<file path="src/rtl/core/sorted_table_insert_search_top_defines.svh">
// Assertion macros for the sorted table block.
`ifndef SORTED_TABLE_INSERT_SEARCH_TOP_DEFINES_SVH
`define SORTED_TABLE_INSERT_SEARCH_TOP_DEFINES_SVH

`ifndef SYNTHESIS
`define STIS_ASSERT(lbl, clk, rst, prop, msg) \
   lbl: assert property (@(posedge clk) disable iff (rst) prop) else $error(msg);
`define STIS_ASSERT_NEVER(lbl, clk, rst, expr, msg) \
   lbl: assert property (@(posedge clk) disable iff (rst) !(expr)) else $error(msg);
`else
`define STIS_ASSERT(lbl, clk, rst, prop, msg)
`define STIS_ASSERT_NEVER(lbl, clk, rst, expr, msg)
`endif

`endif

</file>
<file path="src/rtl/core/stis_pkg.sv">
`timescale 1ns / 1ps

package stis_pkg;

   localparam int CAPACITY_DEF   = 64;
   localparam int KEY_W          = 32;
   localparam int VALUE_W        = 32;
   localparam int ENTRY_COUNT_W  = 7;

   localparam logic CMD_INSERT = 1'b0;
   localparam logic CMD_FIND   = 1'b1;

   localparam logic [1:0] ST_INSERTED  = 2'd0;
   localparam logic [1:0] ST_FOUND     = 2'd1;
   localparam logic [1:0] ST_NOT_FOUND = 2'd2;
   localparam logic [1:0] ST_FULL      = 2'd3;

   // controller -> datapath
   typedef struct packed {
      logic       capture;      // latch the accepted item
      logic       ins_start;    // slot = count, read entry below it
      logic       shift;        // move read entry up one slot
      logic       place;        // write new entry at slot, bump count
      logic       find_start;   // open search window, read first probe
      logic       probe;        // narrow window, read next probe
      logic       finish;       // latch result status
      logic       take_rd_value;
      logic [1:0] status_code;
      logic       rsp_load;     // move result into output register
   } dp_cmd_type;

   // datapath -> controller
   typedef struct packed {
      logic is_find;
      logic full;
      logic empty;
      logic key_less;
      logic key_equal;
      logic slot_one;
      logic search_more;
      logic rsp_free;
   } dp_stat_type;

endpackage

</file>
<file path="src/rtl/core/stis_ctrl.sv">
`timescale 1ns / 1ps

module stis_ctrl import stis_pkg::*; (
   input  logic        clock,
   input  logic        reset,
   input  logic        req_valid,
   output logic        req_ready,
   input  dp_stat_type stat,
   output dp_cmd_type  cmd
);

   localparam logic [2:0] S_IDLE  = 3'd0;
   localparam logic [2:0] S_START = 3'd1;
   localparam logic [2:0] S_SHIFT = 3'd2;
   localparam logic [2:0] S_PLACE = 3'd3;
   localparam logic [2:0] S_PROBE = 3'd4;
   localparam logic [2:0] S_DONE  = 3'd5;

   logic [2:0] state_ff;
   logic [2:0] state_in;

   assign req_ready = (state_ff == S_IDLE);

   always_comb begin
      state_in = state_ff;
      cmd      = '0;
      case (state_ff)
         S_IDLE: begin
            if (req_valid) begin
               cmd.capture = 1'b1;
               state_in    = S_START;
            end
         end
         S_START: begin
            if (stat.is_find) begin
               if (stat.empty) begin
                  cmd.finish      = 1'b1;
                  cmd.status_code = ST_NOT_FOUND;
                  state_in        = S_DONE;
               end else begin
                  cmd.find_start = 1'b1;
                  state_in       = S_PROBE;
               end
            end else if (stat.full) begin
               cmd.finish      = 1'b1;
               cmd.status_code = ST_FULL;
               state_in        = S_DONE;
            end else begin
               cmd.ins_start = 1'b1;
               state_in      = stat.empty ? S_PLACE : S_SHIFT;
            end
         end
         S_SHIFT: begin
            if (stat.key_less) begin
               cmd.shift = 1'b1;
               state_in  = stat.slot_one ? S_PLACE : S_SHIFT;
            end else begin
               cmd.place       = 1'b1;
               cmd.finish      = 1'b1;
               cmd.status_code = ST_INSERTED;
               state_in        = S_DONE;
            end
         end
         S_PLACE: begin
            cmd.place       = 1'b1;
            cmd.finish      = 1'b1;
            cmd.status_code = ST_INSERTED;
            state_in        = S_DONE;
         end
         S_PROBE: begin
            if (stat.key_equal) begin
               cmd.finish        = 1'b1;
               cmd.take_rd_value = 1'b1;
               cmd.status_code   = ST_FOUND;
               state_in          = S_DONE;
            end else begin
               cmd.probe = 1'b1;
               if (!stat.search_more) begin
                  cmd.finish      = 1'b1;
                  cmd.status_code = ST_NOT_FOUND;
                  state_in        = S_DONE;
               end
            end
         end
         S_DONE: begin
            if (stat.rsp_free) begin
               cmd.rsp_load = 1'b1;
               state_in     = S_IDLE;
            end
         end
         default: begin
            state_in = S_IDLE;
         end
      endcase
   end

   always_ff @(posedge clock) begin
      if (reset) begin
         state_ff <= S_IDLE;
      end else begin
         state_ff <= state_in;
      end
   end

endmodule

</file>
<file path="config.mk">
export PLATFORM = sky130hd
export DESIGN_NAME = stis_ctrl
export DESIGN_NICKNAME = d
export VERILOG_FILES = /design/src/rtl/core/sorted_table_insert_search_top_defines.svh /design/src/rtl/core/stis_pkg.sv /design/src/rtl/core/stis_ctrl.sv
export SDC_FILE = /design/constraint.sdc
export NUM_CORES = 1
export LEC_CHECK = 0
export ABC_AREA = 1
export BUFFER_PORTS_ARGS = -buffer_cell sky130_fd_sc_hd__clkbuf_2
export CORE_AREA = 10 10 47 49
export DETAILED_ROUTE_END_ITERATION = 12
export DIE_AREA = 0 0 57 59
export GPL_TIMING_DRIVEN = 0
export SYNTH_ARGS = -nofsm -noshare
export SYNTH_HDL_FRONTEND = slang
export SYNTH_SLANG_ARGS = --single-unit
export TNS_END_PERCENT = 100
</file>
<file path="constraint.sdc">
create_clock -name clock -period 1.43 [get_ports clock]
set_input_delay 0.0715 -clock clock [delete_from_list [all_inputs] [get_ports clock]]
set_output_delay 0.0715 -clock clock [all_outputs]
set_load 0.01 [all_outputs]
</file>
# Word level (Yosys, flattened, before mapping)

Cells that the tools add are included.

Register bits after elaboration: 3
Input port bits: 11

Eq/ne operators: 8
Muxes and demuxes: 41
Reductions and logical operators: 2

Operators with widths:

| cell                                                                  | number |
|---|---|
| 1-bit 2-to-1 mux                                                      | 25 |
| 3-bit 2-to-1 mux                                                      | 7 |
| 3-bit case mux with 6 select lines                                    | 1 |
| 2-bit 2-to-1 mux                                                      | 5 |
| 3-bit by 2-bit equality test with 1-bit output, second input constant | 2 |
| 3-bit equality test, second input constant                            | 2 |
| 2-bit inequality test, second input constant                          | 2 |
| 1-bit case mux with 4 select lines                                    | 1 |
| 2-bit case mux with 2 select lines                                    | 1 |
| 3-bit by 1-bit equality test with 1-bit output, second input constant | 1 |
| 3-bit logical NOT                                                     | 1 |
| 3-bit inequality test, second input constant                          | 1 |
| 3-bit AND reduction                                                   | 1 |
| 1-bit case mux with 2 select lines                                    | 1 |

# Logic depth before layout (Yosys ltp)

Gate-level depths: netlist of run 1.

Depth after elaboration: 4
Gate-level depth with buffers: 8
Mapped depth without buffers: 8

# Worst setup path before layout of run 1

OpenSTA, ideal clock, no wires.

Kind: register to output
Start: register state_ff[0]
End: output port cmd[2] (netlist bit)
Data arrival time: 0.997 ns
Required time: 1.359 ns
Slack: 0.362 ns
Stages on the path, launching flop included: 6
Path buffers: 0
Cells stage by stage: dfxtp_1 > nor2_1 > nand2_1 > nor2_1 > nand2_1 > nand2_1

RTL lines:

| what                   | line             | RTL |
|---|---|---|
| start, declared        | stis_ctrl.sv:19  | `logic [2:0] state_ff;` |
| start signal, assigned | stis_ctrl.sv:101 | `state_ff <= state_in;` |
| end, declared          | stis_ctrl.sv:9   | `output dp_cmd_type cmd` |

==> reports/qor.yml, run 1 <==
finalMaxSlewViolations: 0
p_sw_share_pct: 43.8
antenna_found_initial: 0
die_width_um: 57
avgViaCountPerCell: 4.41
finish.instance_area_um2: 498
place_ws_ns: 0.156
final.fill_count: 170
met1_usage_pct: 6.67
leakage_uw: 0.000303
async_flop_share_pct: 0
grt_max_degree: 7
synth_cells: 58
totalWireLength_um: 1000
tightestPinTransition_ns: 0.260
synth-edff-count: 0
finalSetupViolCount: 0
core_um2: 1400
setup_ws_ns: 0.0465
placed_area_um2: 438
pin_count: 23
dpl.hpwl_um: 880
max_cap_violations: 0
pwr-share-seq_pct: 21.3
power.density_nw_per_um2: 1380
overflow: 0
ys.flop_type: "dfxtp_1"
synth_most_common_cell: "nor2_1"
root_buffer: "clkbuf_4"
grt_pass1_vias: 423
diodes: 0
clk_latency_ns: 0.23
use_met2_pct: 8.22
yosys-top-cells-count: "15 x nor2_1, 13 x inv_1, 10 x nand2_1"
hold_slack_ns: 0.0262
required_ns: 1.36
drt_iter0_markers: 9
min_path_cells: 2
final.setup_skew_ns: 0.00130
syn_area_per_cell_um2: 5.31
layout-drive-gt1-share_pct: 43.0
port_buffers: 22
cts_buffer_depth: 2
dp_cells: 96
ff2ff_path_depth: 5
hold_viol: 0
ys.warnings.count: 0
cts.clk_slew.worst_paths_ns: 0.04
rows: 14
nets: 98
grt_pass1_wl_um: 1660
status: "completed"
endpoint_kind: "primary output"
synth_top_cell_area_share_pct: 19.5
peakVddDrop_mv: 0.560
cp_max_fo: 4
gp_congestion: 0.807
start_kind: "flip-flop"
htreeDepth: 1
synth_cell_types: 15
grt.busiest_layer: "met2"
worstHoldPathType: "in2reg"
first_pass_iters: 4
clkPwrFrac_pct: 21.3
critical_path_arrival_ns: 1.31
fp.dieArea_um2: 3360
cts_hold_repair.buffers: 0
critical_path_class: "reg2out"
ant_nets: 0
synth_fp_nets: 69
fmax_ghz: 0.723
p_switching_uw: 301
finalCriticalPeriod_ns: 1.38
synthTopCellsByArea: "dfxtp_1 20%, nor2_1 18%, inv_1 16%"
initial_core_util_pct: 22.0
largest_register_ff_count: 3
synth_top_cell_by_area: "dfxtp_1"
regMostFlops: "state_ff"
stdcell_count: 102
grt_use_total_pct: 6.10
routedWlPerCell_um: 9.82
syn_to_final_growth_pct: 61.8
cts_inserted_buffers: 3
die_h_um: 59
total_power_uw: 687
reg_top3: "state_ff: 3 flops"
p_comb_share_pct: 57.3
cts_sinks: 3
ys_seq_area_share_pct: 19.5
timing.slew.headroom_pct: 82.5
drc_errors: 0
fin_crit_sh_pct: 96.7
grtUsageMet3_pct: 3.65
p_int_uw: 386
ys_seq_elements: 3
cts_tree: "done"
vias: 450
netlist_area_um2: 308
-- metrics by stage --
step | setup TNS (ns) | utilization [%]
floorplan | 0 | -
global placement | 0 | 31.3
detailed placement | 0 | 31.3
CTS | 0 | 33.6
global route | -0.0256 | 35.5
finish | 0 | 35.5
-- critical path, cell delays in order, from the launching register on --
cell and delay (ns):
dfxtp_2 0.32, inv_2 0.07, nand2_2 0.07, nor2_4 0.14, o21ai_2 0.07, o21bai_1 0.17
o211ai_1 0.08, buf_2 0.16
-- final cells by class --
type / count / area, µm² / area share [%]
clock buffer: 4 / 26.3 / 5.28
timing repair buffer: 24 / 125 / 25.1
inverter: 13 / 48.8 / 9.80
multi-input combinational: 42 / 213 / 42.7
tap: 16 / 20.0 / 4.02
sequential: 3 / 65.1 / 13.1
-- power groups by stage --
stage | registers, µW | clock network [µW] | logic, µW
3_3_place_gp | 134 | 0 | 348
2_1_floorplan | 129 | 0 | 229
6_report | 147 | 147 | 394
5_1_grt | 149 | 165 | 457
3_5_place_dp | 135 | 0 | 350
4_1_cts | 138 | 157 | 359
-- logic make-up (layout without fill, tap and decap cells) --
group / Yosys count / in the layout / share of synthesized area, %
AO/OA/AOI/OAI: 9 / 9 / 18.3
flip-flops: 3 / 3 / 19.5
buffers and inverters: 13 / 41 / 15.9
AND/OR/NAND/NOR: 33 / 33 / 46.3
-- timing repair --
item,in CTS,in global routing
buffers inserted,0,2
pin swaps,0,1
endpoints found under the setup margin,2,3
gates resized for setup,3,8
-- cell usage in the layout (no fill, tap or decap), drive strengths merged --
| cell | instances |
|---|---|
| o21ai | 2 |
| nor3 | 3 |
| nand3 | 2 |
| nand4 | 1 |
| a31o | 1 |
| a21oi | 3 |
| o21bai | 2 |
| dfxtp | 3 |
| buf | 3 |
| nand2 | 11 |
| nor2 | 16 |
| o211ai | 1 |
| inv | 13 |
| clkbuf | 25 |
-- path summary, 6_finish.rpt --
kind / start / end / slack (ns)
worst max register to register: state_ff[2]$_SDFFE_PP0P_ / state_ff[2]$_SDFFE_PP0P_ / 0.24
worst min register to register: state_ff[0]$_SDFFE_PP0P_ / state_ff[0]$_SDFFE_PP0P_ / 0.57
worst min-delay path: reset / state_ff[0]$_SDFFE_PP0P_ / 0.03
worst max-delay path: state_ff[1]$_SDFFE_PP0P_ / cmd[4] / 0.05
-- layer usage --
| metal | share of wire, % | wire length, µm |
|---|---|---|
| met1 | 42 | 416 |
| met5 | 0 | 0 |
| met3 | 16 | 158 |
| met2 | 42 | 421 |
| met4 | 0.40 | 4 |
No activity file was read; power rests on OpenSTA's default activity.
==> inputs of run 2 (changes only) <==
Settings changed: ABC_AREA 1 to unset, CAP_MARGIN set to 20.
==> reports/qor.yml, run 2 <==
netlist_area_um2: 380  # was 308 µm²
tns_ns: 0  # unchanged
synthTopCellsByArea: "dfxtp_1 16%, buf_6 8.9%, nor2_1 5.9%"  # was dfxtp_1 20%, nor2_1 18%, inv_1 16%
synth_cells: 50  # was 58
die_width_um: 57  # unchanged
synth_cell_types: 29  # was 15
critical_path_class: "reg2out"  # unchanged
grt_max_degree: 11  # was 7
ys_seq_elements: 3  # unchanged
cts_buffer_depth: 2  # unchanged
finalCriticalPeriod_ns: 1.37  # was 1.38 ns
synth_most_common_cell: "nor2_1"  # unchanged
finalMaxSlewViolations: 0  # unchanged
totalWireLength_um: 1350  # was 1000 µm
hold_viol: 0  # unchanged
rows: 14  # unchanged
gp_congestion: 0.768  # was 0.807
final.setup_skew_ns: 0.00905  # was 0.00130 ns
peakVddDrop_mv: 0.498  # was 0.560 mV
timing.slew.headroom_pct: 80.4  # was 82.5%
fmax_ghz: 0.733  # was 0.723 GHz
min_path_cells: 2  # unchanged
cts_sinks: 3  # unchanged
cts_tree: "done"  # unchanged
power.density_nw_per_um2: 1230  # was 1380 nW/µm²
overflow: 0  # unchanged
root_buffer: "clkbuf_4"  # unchanged
htreeDepth: 1  # unchanged
fin_crit_sh_pct: 95.5  # was 96.7%
syn_area_per_cell_um2: 7.61  # was 5.31 µm²
cp_max_fo: 7  # was 4
ys.flop_type: "dfxtp_1"  # unchanged
cts_hold_repair.buffers: 0  # unchanged
endpoint_kind: "primary output"  # unchanged
syn_to_final_growth_pct: 66.1  # was 61.8%
dp_cells: 88  # was 96
dpl.hpwl_um: 935  # was 880 µm
worstHoldPathType: "in2reg"  # unchanged
clk_latency_ns: 0.24  # was 0.23 ns
setup_ws_ns: 0.0649  # was 0.0465 ns
ys.warnings.count: 0  # unchanged
ff2ff_path_depth: 6  # was 5
rsz0062_at_grt: "false"
first_pass_iters: 4  # unchanged
total_power_uw: 777  # was 687 µW
fin_util_pct: 45.1  # was 35.5%
regMostFlops: "state_ff"  # unchanged
synth_fp_nets: 61  # was 69
hold_end: "state_ff[1]$_SDFFE_PP0P_"  # was state_ff[0]$_SDFFE_PP0P_
diodes: 0  # unchanged
synth_top_cell_area_share_pct: 15.8  # was 19.5%
grt_pass1_wl_um: 1970  # was 1660 µm
required_ns: 1.36  # about the same
leakage_uw: 0.000313  # was 0.000303 µW
fp.dieArea_um2: 3360  # unchanged
r2r-end: "state_ff[0]$_SDFFE_PP0P_"  # was state_ff[2]$_SDFFE_PP0P_
finalSetupViolCount: 0  # unchanged
ant_nets: 0  # unchanged
synth_top_cell_by_area: "dfxtp_1"  # unchanged
critical_path_arrival_ns: 1.29  # was 1.31 ns
grt_pass1_vias: 469  # was 423
cp-startpoint: "state_ff[2]$_SDFFE_PP0P_"  # was state_ff[1]$_SDFFE_PP0P_
avgViaCountPerCell: 5.01  # was 4.41
drt_iter0_markers: 14  # was 9
start_kind: "flip-flop"  # unchanged
final_common_cell: "clkbuf_2"  # unchanged
async_flop_share_pct: 0  # unchanged
cts.clk_slew.worst_paths_ns: 0.04  # about the same
place_ws_ns: 0.204  # was 0.156 ns
tightestPinTransition_ns: 0.290  # was 0.260 ns
final_cell_mix: "20 x clkbuf_2, 9 x buf_4, 5 x nor2_1"  # was 21 x clkbuf_2, 14 x nor2_1, 12 x inv_1, 9 x nand2_1
crit-reg2reg-launch: "state_ff[2]$_SDFFE_PP0P_"  # unchanged
port_buffers: 22  # unchanged
initial_core_util_pct: 27.1  # was 22.0%
core_um2: 1400  # unchanged
routedWlPerCell_um: 13.3  # was 9.82 µm
min-delay-start: "reset"  # unchanged
pin_count: 23  # unchanged
die_h_um: 59  # unchanged
vias: 506  # was 450
status: "completed"  # unchanged
stdcell_count: 101  # was 102
synth-edff-count: 0  # unchanged
nets: 97  # was 98
reg2reg_slack_ns: 0.14  # was 0.24 ns
ys_seq_area_share_pct: 15.8  # was 19.5%
drc_errors: 0  # unchanged
largest_register_ff_count: 3  # unchanged
cts_inserted_buffers: 3  # unchanged
max_cap_violations: 0  # unchanged
layout-drive-gt1-share_pct: 60.0  # was 43.0%
antenna_found_initial: 0  # unchanged
grt_use_total_pct: 6.76  # was 6.10%
reg_top3: "state_ff: 3 flops"  # unchanged
-- run 2: cell type report --
| cell class | count | area (µm²) |
|---|---|---|
| Sequential cell | 3 | 61.3 |
| Tap cell | 16 | 20.0 |
| Timing Repair Buffer | 31 | 178 |
| Buffer | 3 | 33.8 |
| Fill cell | 148 | 769 |
| Clock buffer | 4 | 26.3 |
| Inverter | 1 | 3.75 |
| Multi-Input combinational cell | 43 | 309 |
-- run 2: metrics by stage --
step                hold WS (ns)  cell area [µm²]
global placement           0.301              510
global route              0.0619              632
detailed placement         0.304              510
CTS                       0.0562              549
finish                    0.0621              632
floorplan                  0.141              380
-- run 2: worst max-delay path, stage by stage, from the launching register on --
cell,delay (ns)
dfxtp_1,0.30
buf_6,0.13
nor2_4,0.11
nand2_2,0.06
or2_4,0.26
o31ai_2,0.05
buf_2,0.16
-- run 2: cell families after synthesis --
kind of cell | share of synthesized area (%)
compound gates | 25.3
simple gates | 49.0
buf+inv | 9.87
flops | 15.8
-- run 2: worst max-delay path by stage --
stage / slack (ns) / end / cells past startpoint
floorplan: 0.34 / cmd[2] / 4
global placement: 0.21 / cmd[4] / 6
detailed placement: 0.20 / cmd[4] / 6
CTS: 0.01 / cmd[4] / 6
global route: 0.004 / cmd[4] / 6
finish: 0.06 / cmd[2] / 6
-- run 2: layer usage --
metal	global-route usage (%)	up-vias	wire, µm	part of all wire [%]
met4	3.02	0	0	0
met5	0	-	0	0
met1	7.88	233	596	44
met3	1.72	0	68	5.0
met2	11.3	15	681	51
li1	-	258	-	-
-- run 2: power breakdown --
group	internal, µW	switching, µW	total, µW
clock	105	45.4	150
sequential	105	14.2	119
combinational	255	253	508
-- run 2: what timing repair did --
action,CTS,global route
gates resized for setup,2,8
cloned,0,0
buffers inserted,1,8
endpoints found under the setup margin,2,5
pin swaps,2,2
==> inputs of run 3 (changes only) <==
Settings changed: ABC_AREA set to 1.
Clock period 1.43 ns to 1.5 ns, I/O delays scaled along.
==> reports/qor.yml, run 3 (synthesized netlist as in run 1, its figures left out) <==
reg_top3: "state_ff: 3 flops"  # unchanged
regMostFlops: "state_ff"  # unchanged
p_sw_share_pct: 45.3  # was 40.3%
overflow: 0  # unchanged
largest_register_ff_count: 3  # unchanged
fin_crit_sh_pct: 93.5
die_width_um: 57  # unchanged
antenna_found_initial: 0  # unchanged
crit_chain: "inv_1 -> nand2_2 -> nor2_4 -> o21ai_1 -> o21bai_1 -> o211ai_1 -> clkbuf_2"  # was buf_6 -> nor2_4 -> nand2_2 -> or2_4 -> o31ai_2 -> buf_2
vias: 433  # was 506
max_cap_violations: 0  # unchanged
diodes: 0  # unchanged
power.density_nw_per_um2: 1300  # was 1230 nW/µm²
tightestPinTransition_ns: 0.358  # was 0.290 ns
p_comb_share_pct: 55.4  # was 65.3%
stdcell_count: 100  # was 101
grtUsageMet3_pct: 3.65  # was 1.72%
start_kind: "flip-flop"  # unchanged
cts_tree: "done"  # unchanged
die_h_um: 59  # unchanged
nets: 96  # was 97
first_pass_iters: 4  # unchanged
pin_count: 23  # unchanged
port_buffers: 22  # unchanged
routedWlPerCell_um: 9.86  # was 13.3 µm
htreeDepth: 1  # unchanged
timing.slew.headroom_pct: 75.9  # was 80.4%
post-cts-setup-buffers: 0  # was 1
tns_ns: 0  # unchanged
status: "completed"  # unchanged
critPathBufInv: 2  # unchanged
fp.dieArea_um2: 3360  # unchanged
ant_nets: 0  # unchanged
rsz0062_at_grt: "false"  # unchanged
rows: 14  # unchanged
worstHoldPathType: "in2reg"  # unchanged
finish.instance_area_um2: 473  # was 632 µm²
clkPwrFrac_pct: 22.8  # was 19.3%
endpoint_kind: "primary output"  # unchanged
root_buffer: "clkbuf_4"  # unchanged
finalSetupViolCount: 0  # unchanged
met1_usage_pct: 6.67  # was 7.88%
gp_congestion: 0.807  # was 0.768
avgViaCountPerCell: 4.33  # was 5.01
crit_slowest_cell: "dfxtp_1"  # unchanged
placed_area_um2: 438  # was 510 µm²
hold_end: "state_ff[0]$_SDFFE_PP0P_"  # was state_ff[1]$_SDFFE_PP0P_
cp_top_family: "compound AO/OA/AOI/OAI gates"  # was simple AND/OR/NAND/NOR gates
peakVddDrop_mv: 0.521  # was 0.498 mV
r2r-end: "state_ff[2]$_SDFFE_PP0P_"  # was state_ff[0]$_SDFFE_PP0P_
hold_slack_ns: 0.0277  # was 0.0621 ns
syn_to_final_growth_pct: 53.7  # was 66.1%
final.setup_skew_ns: 0.00137  # was 0.00905 ns
reg2reg_slack_ns: 0.30  # was 0.14 ns
dp_cells: 96  # was 88
layout-drive-gt1-share_pct: 36.9  # was 60.0%
cts.clk_slew.worst_paths_ns: 0.04  # about the same
hold_viol: 0  # unchanged
clk_latency_ns: 0.23  # was 0.24 ns
ff2ff_path_depth: 5  # was 6
grt_pass1_vias: 423  # was 469
cp_max_fo: 4  # was 7
total_power_uw: 613  # was 777 µW
finalCriticalPeriod_ns: 1.40
totalWireLength_um: 986  # was 1350 µm
drc_errors: 0  # unchanged
grt_max_degree: 7  # was 11
cp_slowest_stage_delay_ns: 0.30  # about the same
drt_iter0_markers: 4  # was 14
final_cell_mix: "22 x clkbuf_2, 15 x nor2_1, 13 x inv_1, 9 x nand2_1"  # was 20 x clkbuf_2, 9 x buf_4, 5 x nor2_1
p_switching_uw: 277  # was 313 µW
initial_core_util_pct: 22.0  # was 27.1%
leakage_uw: 0.000292  # was 0.000313 µW
finalMaxSlewViolations: 0  # unchanged
dpl.hpwl_um: 880  # was 935 µm
cts_sinks: 3  # unchanged
critical_path_class: "reg2out"  # unchanged
cts_buffer_depth: 2  # unchanged
required_ns: 1.42  # was 1.36 ns
grt.busiest_layer: "met2"  # unchanged
min_path_cells: 2  # unchanged
crit-reg2reg-launch: "state_ff[2]$_SDFFE_PP0P_"  # unchanged
fmax_ghz: 0.713
final_common_cell: "clkbuf_2"  # unchanged
min-delay-start: "reset"  # unchanged
use_met2_pct: 8.22  # was 11.3%
core_um2: 1400  # unchanged
grt_use_total_pct: 6.10  # was 6.76%
p_int_uw: 335  # was 464 µW
cts_inserted_buffers: 3  # unchanged
grt_pass1_wl_um: 1660  # was 1970 µm
pwr-share-seq_pct: 21.8  # was 15.3%
critical_path_arrival_ns: 1.33  # was 1.29 ns
==> run 3: cell types whose count changed in the layout (fill, tap and decap cells not counted), moves of 3 or more <==
cell / before / now
buf_4: 9 / 0
buf_6: 3 / 0
inv_1: 0 / 13
nand2_1: 1 / 9
nor2_1: 5 / 15
nor2b_1: 3 / 0
nor3b_1: 3 / 0
==> run 3: power groups by stage <==
stage | clock network (µW) | registers, µW | logic (µW)
global route | 157 | 135 | 395
floorplan | 0 | 123 | 219
detailed placement | 0 | 128 | 334
global placement | 0 | 128 | 332
finish | 140 | 134 | 339
CTS | 149 | 129 | 334
==> run 3: layer usage <==
metal | share of wire, % | wire [µm]
met1 | 44 | 437
met2 | 41 | 404
met3 | 14 | 139
met4 | 0.41 | 4
met5 | 0 | 0
==> run 3: cell type report <==
cell class	count	area (µm²)
Fill cell	175	928
Multi-Input combinational cell	42	206
Timing Repair Buffer	22	110
Sequential cell	3	61.3
Inverter	13	48.8
Clock buffer	4	26.3
Tap cell	16	20.0
==> run 3: worst reg2reg max path, cell delays in order (launching register included) <==
cell	delay [ns]
dfxtp_1	0.46
nor2_1	0.13
o21ai_0	0.17
nand3_1	0.13
a21oi_1	0.16
nor2_1	0.05
==> run 3: worst max path at each step <==
stage                                        start  endpoint  depth (start not counted)
after floorplan           state_ff[0]$_SDFFE_PP0P_    cmd[2]                          5
after global placement    state_ff[0]$_SDFFE_PP0P_    cmd[4]                          6
after detailed placement  state_ff[0]$_SDFFE_PP0P_    cmd[4]                          6
after CTS                 state_ff[1]$_SDFFE_PP0P_    cmd[4]                          7
after global routing      state_ff[0]$_SDFFE_PP0P_    cmd[2]                          6
final                     state_ff[1]$_SDFFE_PP0P_    cmd[4]                          7
==> run 3: per-stage QoR <==
stage,setup WS [ns],util [%]
floorplan,0.428,-
global placement,0.225,31.3
detailed placement,0.223,31.3
CTS,0.00639,33.2
global route,0.00542,33.8
finish,0.0981,33.8
==> run 3: what timing repair did <==
action                                  in CTS  in global routing
resized for setup                            1                  3
hold buffers                                 0                  0
endpoints found under the setup margin       1                  3
